===== config.mk =====
export PLATFORM = sky130hd
export DESIGN_NAME = link_reconnect_backoff_fsm
export DESIGN_NICKNAME = d
export VERILOG_FILES = /design/src/lrb_pkg.sv /design/src/lrb_cfg.sv /design/src/lrb_core.sv /design/src/link_reconnect_backoff_fsm.sv
export SDC_FILE = /design/constraint.sdc
export NUM_CORES = 1
export LEC_CHECK = 0
export ABC_AREA = 1
export ABC_CLOCK_PERIOD_IN_PS = 10840
export BUFFER_PORTS_ARGS = -buffer_cell sky130_fd_sc_hd__buf_2
export CAP_MARGIN = 20
export CORE_ASPECT_RATIO = 0.9
export CORE_MARGIN = 4
export CORE_UTILIZATION = 55
export DETAILED_ROUTE_END_ITERATION = 12
export HOLD_SLACK_MARGIN = 0.06
export PLACE_DENSITY = 0.72
export SLEW_MARGIN = 40
export SYNTH_ARGS = -nofsm -noshare
export SYNTH_HDL_FRONTEND = slang
export SYNTH_HIERARCHICAL = 1
export SYNTH_SLANG_ARGS = --single-unit

===== constraint.sdc =====
create_clock -name i_clk -period 10.84 [get_ports i_clk]
set_input_delay 0.542 -clock i_clk [delete_from_list [all_inputs] [get_ports i_clk]]
set_output_delay 0.542 -clock i_clk [all_outputs]
set_load 0.02 [all_outputs]

===== src/lrb_pkg.sv =====
// Package for the link reconnect backoff block.
// Holds the state codes, register indexes, field widths and the shared structs.
// Depends on nothing.
package lrb_pkg;

    localparam int COUNT_BITS = 16;

    localparam int CFG_IDX_BITS = 3;
    localparam int CFG_DATA_BITS = 17;

    localparam logic [CFG_IDX_BITS-1:0] REG_SERVICE_PERIOD = 3'd0;
    localparam logic [CFG_IDX_BITS-1:0] REG_CONNECT_WAIT   = 3'd1;
    localparam logic [CFG_IDX_BITS-1:0] REG_RETRY_START    = 3'd2;
    localparam logic [CFG_IDX_BITS-1:0] REG_RETRY_MAX      = 3'd3;
    localparam logic [CFG_IDX_BITS-1:0] REG_FAILURE_TIME   = 3'd4;

    localparam logic [2:0] ST_SETUP     = 3'd0;
    localparam logic [2:0] ST_CONNECT   = 3'd1;
    localparam logic [2:0] ST_WAIT      = 3'd2;
    localparam logic [2:0] ST_CONNECTED = 3'd3;
    localparam logic [2:0] ST_TIMEOUT   = 3'd4;
    localparam logic [2:0] ST_RADIO_OFF = 3'd5;

    localparam logic [9:0]  RST_SERVICE_PERIOD = 10'd100;
    localparam logic [15:0] RST_CONNECT_WAIT   = 16'd15000;
    localparam logic [7:0]  RST_RETRY_START    = 8'd4;
    localparam logic [7:0]  RST_RETRY_MAX      = 8'd64;
    localparam logic [26:0] RST_FAIL_LIMIT_MS  = 27'd7200000;
    localparam logic [9:0]  MS_PER_S           = 10'd1000;

    typedef struct packed {
        logic [9:0]  service_period;
        logic [15:0] connect_wait;
        logic [7:0]  retry_start;
        logic [7:0]  retry_max;
        logic [26:0] fail_limit_ms;
    } t_cfg;

    typedef struct packed {
        logic [2:0]  conn_state;
        logic        do_setup;
        logic        do_connect;
        logic        radio_off;
        logic        radio_on;
        logic        is_connected;
        logic        link_failure;
        logic [15:0] connect_count;
        logic [15:0] timeout_count;
    } t_result;

endpackage


===== src/lrb_cfg.sv =====
// Configuration register file for the link reconnect backoff block.
// Also converts the failure time to milliseconds once at write time.
// Depends on lrb_pkg.
module lrb_cfg (
    input  logic                              i_clk,
    input  logic                              i_rst_n,
    input  logic                              i_wr,
    input  logic [lrb_pkg::CFG_IDX_BITS-1:0]  i_idx,
    input  logic [lrb_pkg::CFG_DATA_BITS-1:0] i_data,
    output lrb_pkg::t_cfg                     o_cfg
);
    import lrb_pkg::*;

    t_cfg r_cfg;

    always_ff @(posedge i_clk) begin
        if (!i_rst_n) begin
            r_cfg.service_period <= RST_SERVICE_PERIOD;
            r_cfg.connect_wait   <= RST_CONNECT_WAIT;
            r_cfg.retry_start    <= RST_RETRY_START;
            r_cfg.retry_max      <= RST_RETRY_MAX;
            r_cfg.fail_limit_ms  <= RST_FAIL_LIMIT_MS;
        end else if (i_wr) begin
            case (i_idx)
                REG_SERVICE_PERIOD: r_cfg.service_period <= i_data[9:0];
                REG_CONNECT_WAIT:   r_cfg.connect_wait   <= i_data[15:0];
                REG_RETRY_START:    r_cfg.retry_start    <= i_data[7:0];
                REG_RETRY_MAX:      r_cfg.retry_max      <= i_data[7:0];
                REG_FAILURE_TIME:   r_cfg.fail_limit_ms  <=
                    {10'd0, i_data[16:0]} * {17'd0, MS_PER_S};
                default: ;
            endcase
        end
    end

    assign o_cfg = r_cfg;

endmodule


===== src/lrb_core.sv =====
// State registers and one-tick update logic of the link manager.
// Produces the result of the tick held in the input register.
// Depends on lrb_pkg.
module lrb_core (
    input  logic             i_clk,
    input  logic             i_rst_n,
    input  logic             i_step,
    input  logic             i_link,
    input  lrb_pkg::t_cfg    i_cfg,
    output lrb_pkg::t_result o_res
);
    import lrb_pkg::*;

    logic [2:0]            r_state, n_state;
    logic [9:0]            r_svc, n_svc;
    logic [15:0]           r_attempt, n_attempt;
    logic [19:0]           r_radio, n_radio;
    logic [8:0]            r_retry, n_retry;
    logic                  r_lost_active, n_lost_active;
    logic [26:0]           r_lost, n_lost;
    logic [COUNT_BITS-1:0] r_conns, n_conns;
    logic [COUNT_BITS-1:0] r_tmos, n_tmos;
    logic [9:0]            svc_inc;
    logic                  eval;
    logic                  conn;
    logic [31:0]           conns_ext;
    logic [31:0]           tmos_ext;

    always_comb begin
        n_attempt     = (r_attempt != '1) ? r_attempt + 16'd1 : r_attempt;
        n_radio       = (r_radio != '0) ? r_radio - 20'd1 : r_radio;
        n_lost        = (r_lost_active && r_lost != '1) ? r_lost + 27'd1 : r_lost;
        n_lost_active = r_lost_active;
        n_state       = r_state;
        n_retry       = r_retry;
        n_conns       = r_conns;
        n_tmos        = r_tmos;
        svc_inc       = r_svc + 10'd1;
        eval          = (svc_inc >= i_cfg.service_period) || (svc_inc == '0);
        n_svc         = eval ? '0 : svc_inc;
        o_res         = '0;

        if (eval) begin
            case (r_state)
                ST_SETUP: begin
                    o_res.do_setup = 1'b1;
                    n_state        = ST_CONNECT;
                end
                ST_CONNECT: begin
                    o_res.do_connect = 1'b1;
                    n_attempt        = '0;
                    n_state          = ST_WAIT;
                end
                ST_WAIT: begin
                    if (i_link) begin
                        n_conns       = (r_conns != '1) ? r_conns + 1'b1 : r_conns;
                        n_state       = ST_CONNECTED;
                        n_retry       = {1'b0, i_cfg.retry_start};
                        n_lost_active = 1'b0;
                        n_lost        = '0;
                    end else if (n_attempt >= i_cfg.connect_wait) begin
                        n_state = ST_TIMEOUT;
                    end
                end
                ST_CONNECTED: begin
                    if (!i_link) begin
                        n_state       = ST_SETUP;
                        n_lost_active = 1'b1;
                        n_lost        = '0;
                    end
                end
                ST_TIMEOUT: begin
                    n_tmos          = (r_tmos != '1) ? r_tmos + 1'b1 : r_tmos;
                    o_res.radio_off = 1'b1;
                    n_radio         = {1'b0, {10'd0, r_retry} * {9'd0, MS_PER_S}};
                    if (r_retry < {1'b0, i_cfg.retry_max}) begin
                        n_retry = {r_retry[7:0], 1'b0};
                    end
                    n_state = ST_RADIO_OFF;
                end
                ST_RADIO_OFF: begin
                    if (n_radio == '0) begin
                        o_res.radio_on = 1'b1;
                        n_state        = ST_SETUP;
                    end
                end
                default: ;
            endcase
        end

        conn      = (n_state == ST_CONNECTED) && i_link;
        conns_ext = 32'(n_conns);
        tmos_ext  = 32'(n_tmos);

        o_res.conn_state    = n_state;
        o_res.is_connected  = conn;
        o_res.link_failure  = !conn && n_lost_active && (n_lost > i_cfg.fail_limit_ms);
        o_res.connect_count = (conns_ext > 32'hFFFF) ? 16'hFFFF : conns_ext[15:0];
        o_res.timeout_count = (tmos_ext > 32'hFFFF) ? 16'hFFFF : tmos_ext[15:0];
    end

    always_ff @(posedge i_clk) begin
        if (!i_rst_n) begin
            r_state       <= ST_SETUP;
            r_svc         <= '0;
            r_attempt     <= '0;
            r_radio       <= '0;
            r_retry       <= {1'b0, RST_RETRY_START};
            r_lost_active <= 1'b0;
            r_lost        <= '0;
            r_conns       <= '0;
            r_tmos        <= '0;
        end else if (i_step) begin
            r_state       <= n_state;
            r_svc         <= n_svc;
            r_attempt     <= n_attempt;
            r_radio       <= n_radio;
            r_retry       <= n_retry;
            r_lost_active <= n_lost_active;
            r_lost        <= n_lost;
            r_conns       <= n_conns;
            r_tmos        <= n_tmos;
        end
    end

endmodule


===== src/link_reconnect_backoff_fsm.sv =====
// Top level of the link reconnect backoff block.
// Holds the input and result registers and the handshakes; uses lrb_pkg, lrb_cfg, lrb_core.
//
// Each item is one millisecond tick with the link status. An accepted item is held in the
// input register, and its result is loaded into the result register when the state update
// advances, which an output stall can hold off; while the output is not stalled, a new item
// can be accepted in every cycle. The result register holds while the output is stalled, and
// the input register fills behind it, so the block stalls its input only when both are
// occupied. Configuration writes are always ready and take effect from the next cycle;
// write only while idle.
module link_reconnect_backoff_fsm (
    input  logic                              i_clk,
    input  logic                              i_rst_n,
    input  logic                              i_valid,
    output logic                              o_stall,
    input  logic                              i_link_up,
    output logic                              o_valid,
    input  logic                              i_stall,
    output logic [2:0]                        o_conn_state,
    output logic                              o_do_setup,
    output logic                              o_do_connect,
    output logic                              o_radio_off,
    output logic                              o_radio_on,
    output logic                              o_is_connected,
    output logic                              o_link_failure,
    output logic [15:0]                       o_connect_count,
    output logic [15:0]                       o_timeout_count,
    input  logic                              i_cfg_valid,
    output logic                              o_cfg_ready,
    input  logic [lrb_pkg::CFG_IDX_BITS-1:0]  i_cfg_index,
    input  logic [lrb_pkg::CFG_DATA_BITS-1:0] i_cfg_data
);
    import lrb_pkg::*;

    logic    r_in_valid;
    logic    r_in_link;
    logic    r_out_valid;
    t_result r_res;
    t_result step_res;
    t_cfg    cfg;
    logic    advance;
    logic    in_take;

    assign advance     = r_in_valid && (!r_out_valid || !i_stall);
    assign o_stall     = r_in_valid && !advance;
    assign in_take     = i_valid && !o_stall;
    assign o_cfg_ready = 1'b1;

    lrb_cfg u_cfg (
        .i_clk   (i_clk),
        .i_rst_n (i_rst_n),
        .i_wr    (i_cfg_valid),
        .i_idx   (i_cfg_index),
        .i_data  (i_cfg_data),
        .o_cfg   (cfg)
    );

    lrb_core u_core (
        .i_clk   (i_clk),
        .i_rst_n (i_rst_n),
        .i_step  (advance),
        .i_link  (r_in_link),
        .i_cfg   (cfg),
        .o_res   (step_res)
    );

    always_ff @(posedge i_clk) begin
        if (!i_rst_n) begin
            r_in_valid  <= 1'b0;
            r_out_valid <= 1'b0;
        end else begin
            if (in_take) begin
                r_in_valid <= 1'b1;
            end else if (advance) begin
                r_in_valid <= 1'b0;
            end
            if (advance) begin
                r_out_valid <= 1'b1;
            end else if (!i_stall) begin
                r_out_valid <= 1'b0;
            end
        end
    end

    always_ff @(posedge i_clk) begin
        if (in_take) begin
            r_in_link <= i_link_up;
        end
        if (advance) begin
            r_res <= step_res;
        end
    end

    assign o_valid         = r_out_valid;
    assign o_conn_state    = r_res.conn_state;
    assign o_do_setup      = r_res.do_setup;
    assign o_do_connect    = r_res.do_connect;
    assign o_radio_off     = r_res.radio_off;
    assign o_radio_on      = r_res.radio_on;
    assign o_is_connected  = r_res.is_connected;
    assign o_link_failure  = r_res.link_failure;
    assign o_connect_count = r_res.connect_count;
    assign o_timeout_count = r_res.timeout_count;

endmodule


==> impl_metrics.py <==
metrics = {
    "setup_path": {
        "worst-path-stages": 30,
        "crit_top_cell": "nand2_1",
        "cp.arrival_ns": 5.00,
        "critPathCaptureType": "flop",
        "cp.required_ns": 11.14,
        "path_class": "flop to flop",
        "regToRegStartpoint": "u_core/r_svc[0]",
        "critical_path.endpoint": "o_link_failure",
        "critPathLaunchType": "flop",
        "path_max_fanout": 32,
        "r2r_end": "o_link_failure",
        "startpoint": "u_core/r_svc[0]",
        "reg2reg_slack_ns": 6.14,
        "reg2reg_depth": 30,
        "cpLargestDelayFamily": "simple AND/OR/NAND/NOR gates",
        "worst_path_max_delay_cell": "dfxtp_1",
        "critPathMaxStageDelay_ns": 0.41,
        "worst-path-buf-inv": 4,
    },
    "clocking": {
        "cts.clk_slew.worst_paths_ns": 0.06,
        "cts_setup_buffers": 0,
        "cts_sinks": 228,
        "cts_hold_buf": 0,
        "htree_num_levels": 1,
        "clk_latency_ns": 0.55,
        "cts_buffers": 27,
        "cts_tree": "built",
        "clockBufferDepth": 3,
        "cts_resized": 0,
        "root_buffer": "clkbuf_16",
    },
    "timing": {
        "fmax_ghz": 0.213,
        "fin_tns_setup_ns": 0,
        "setup_viol": 0,
        "period_needed_ns": 4.70,
        "setup_slack_ns": 6.14,
        "finalHoldViolations": 0,
        "fin_skew_ns": 0.0183,
        "worstMarginPinSlew_ns": 0.844,
        "slew_viol_final": 0,
        "post-route-period-util": 0.433,
        "slew_headroom": 0.437,
        "grt_setup_unrepaired": "false",
    },
    "drt": {
        "wl_met1_um": 21300,
        "drcViolationCount": 0,
        "wl_per_cell_um": 14.7,
        "drt_iter0_drc": 1303,
        "wl_met3_um": 2110,
        "num_vias": 15700,
        "ant_nets": 0,
        "dr.pass1.iters": 5,
        "wl_met2_um": 18400,
        "dr.max_layer_used": "met4",
        "routed_wl_um": 42700,
        "post_drt_via_cell_ratio": 5.41,
    },
    "synthesis": {
        "synth_edf_count": 42,
        "ys.flop_type": "dfxtp_1",
        "synth_cell_types": 59,
        "synth_top_cell_area_share": 0.209,
        "syn_area_um2": 17900,
        "async_reset_ff_frac": 0,
        "ys_top_cells_by_area": "dfxtp_1, ha_1, nand2_1, fa_1, inv_1",
        "synth_seq_cells": 228,
        "synth_area_leader_cell": "dfxtp_1",
        "syn_inst": 2433,
        "ys_seq_area_frac": 0.279,
        "synth-warning-count": 6,
        "yosysMostFrequentCell": "nand2_1",
        "syn_avg_cell_area_um2": 7.34,
        "synth_commonest_cells": "nand2_1, inv_1, a21oi_1, nor2_1, dfxtp_1",
    },
    "die": {
        "initial_core_util": 0.559,
        "fp.dieH_um": 179,
        "die_area_um2": 35400,
        "die_w_um": 198,
        "rows": 62,
        "ios": 70,
        "fp.coreArea_um2": 32000,
    },
    "flow_run": {
        "maxCapViolCount": 0,
    },
    "placed_design": {
        "portBuffers": 68,
        "gp_congestion": 0.914,
        "postPlaceCellArea_um2": 18400,
        "place_hpwl_um": 32300,
        "dp_worst_setup_slack_ns": 6.22,
    },
    "global_route": {
        "grt_pass1_vias": 14600,
        "antenna_found_initial": 0,
        "grt_max_degree": 82,
        "gr-total-overflow": 0,
        "grt_pass1_wl_um": 71600,
        "grt_use_total": 0.241,
    },
    "layout": {
        "final_util": 0.604,
        "drive_above_1_share": 0.0817,
        "multi_input_area_um2": 10900,
        "fin_nets": 2740,
        "layout.area.seq_um2": 4980,
        "nFillCells": 3005,
        "antenna_cells": 0,
        "postLayoutCellArea_um2": 19300,
        "area_delta_synth_final_pct": 8.10,
    },
    "pwr": {
        "p_total_w": 0.00307,
        "vdd_drop_max_uv": 119,
        "power.leakage_nw": 9.44,
        "power_density_nw_per_um2": 159,
    },
    "hold_path": {
        "hp-class": "primary input to flop",
        "hold_start": "i_link_up",
    },
    "outcome": {
        "status": "complete, no violations",
    },
}
-- how the worst min path moves through the flow --
stage,to,cells after the start
after global routing,r_in_link,1
after global placement,u_cfg/o_cfg[52],2
after detailed placement,u_cfg/o_cfg[22],2
final,r_in_link,1
after CTS,r_in_link,1
after floorplan,u_cfg/o_cfg[8],2
-- flip-flops by register name, indices dropped and copies added, names as in the netlist, 9 cells and up --
register,count
u_core/r_conns,16
u_core/r_tmos,16
u_core/r_lost,27
u_core/r_svc,10
u_core/r_retry,9
o_connect_count,16
u_core/r_radio,20
u_cfg/o_cfg,66
o_timeout_count,16
u_core/r_attempt,16
-- where the power goes --
part / switching, W / internal (W) / total, W / leakage, nW
Sequential: 0.0000358 / 0.000907 / 0.000943 / 1.93
Combinational: 0.000792 / 0.000435 / 0.00123 / 7.09
Clock: 0.000356 / 0.000546 / 0.000903 / 0.424
-- cell families after synthesis --
| logic type | after synthesis | synth area share |
|---|---|---|
| AOI/OAI and AO/OA | 442 | 0.136 |
| and+or+nand+nor | 958 | 0.236 |
| buffers and inverters | 492 | 0.109 |
| xor gates and xnor gates | 66 | 0.0328 |
| other | 2 | 0.000421 |
| DFF | 228 | 0.279 |
| adders and majority gates | 245 | 0.207 |
-- cell type report --
cell class	count	area share
clock buffers	30	0.0356
flip-flops and latches	228	0.258
repair buffers	75	0.0212
multi-input cells	1715	0.567
inverters	422	0.0822
well taps	416	0.0270
clock inverters	14	0.00921
-- worst reg2reg max path, delay by kind of cell, from the launching register on --
family	cells	cell delay (ns)
simple gates	18	2.23
fa+ha+maj	3	0.72
flops	1	0.41
compound gates	5	0.72
buf+inv	4	0.37
-- cells in the final DEF, fill, tap and decap left out, types with 4 or more instances in the layout --
cell type,netlist,final
xnor2_1,18,18
nand3b_1,5,5
dfxtp_1,186,186
or2_2,10,10
a21oi_2,5,5
edfxtp_1,42,42
fa_1,83,83
buf_2,10,68
nor4_1,9,9
a21oi_1,202,201
o211ai_2,7,7
nor2_4,11,11
nand3_2,8,8
ha_1,162,162
a31oi_1,13,13
nor2_2,15,15
a211oi_1,7,7
o211ai_1,11,11
nor2_1,190,190
o21bai_1,5,5
conb_1,2,4
nand2_2,6,6
and2_1,4,4
inv_1,406,405
clkbuf_16,0,27
inv_2,14,15
xor2_1,47,47
nand3_1,131,131
o21ai_0,162,162
nand4_1,27,27
o21a_1,4,4
clkinv_1,2,7
buf_4,10,5
nand2_1,499,499
nor3_1,31,31
o21ai_1,13,13
bufinv_16,0,4
-- metal layers --
metal / track usage / up-vias
met2: 0.376 / 428
met1: 0.363 / 7286
met3: 0.0239 / 59
met5: 0 / -
li1: - / 7916
met4: 0.0522 / 0
-- per-stage QoR --
step / cells / hold WS (ns)
2_1_floorplan: 2435 / 0.433
3_3_place_gp: 2854 / 0.454
3_5_place_dp: 2854 / 0.455
4_1_cts: 2898 / 0.153
5_1_grt: 2900 / 0.158
6_report: 2900 / 0.169
No activity file was read; power rests on OpenSTA's default activity.
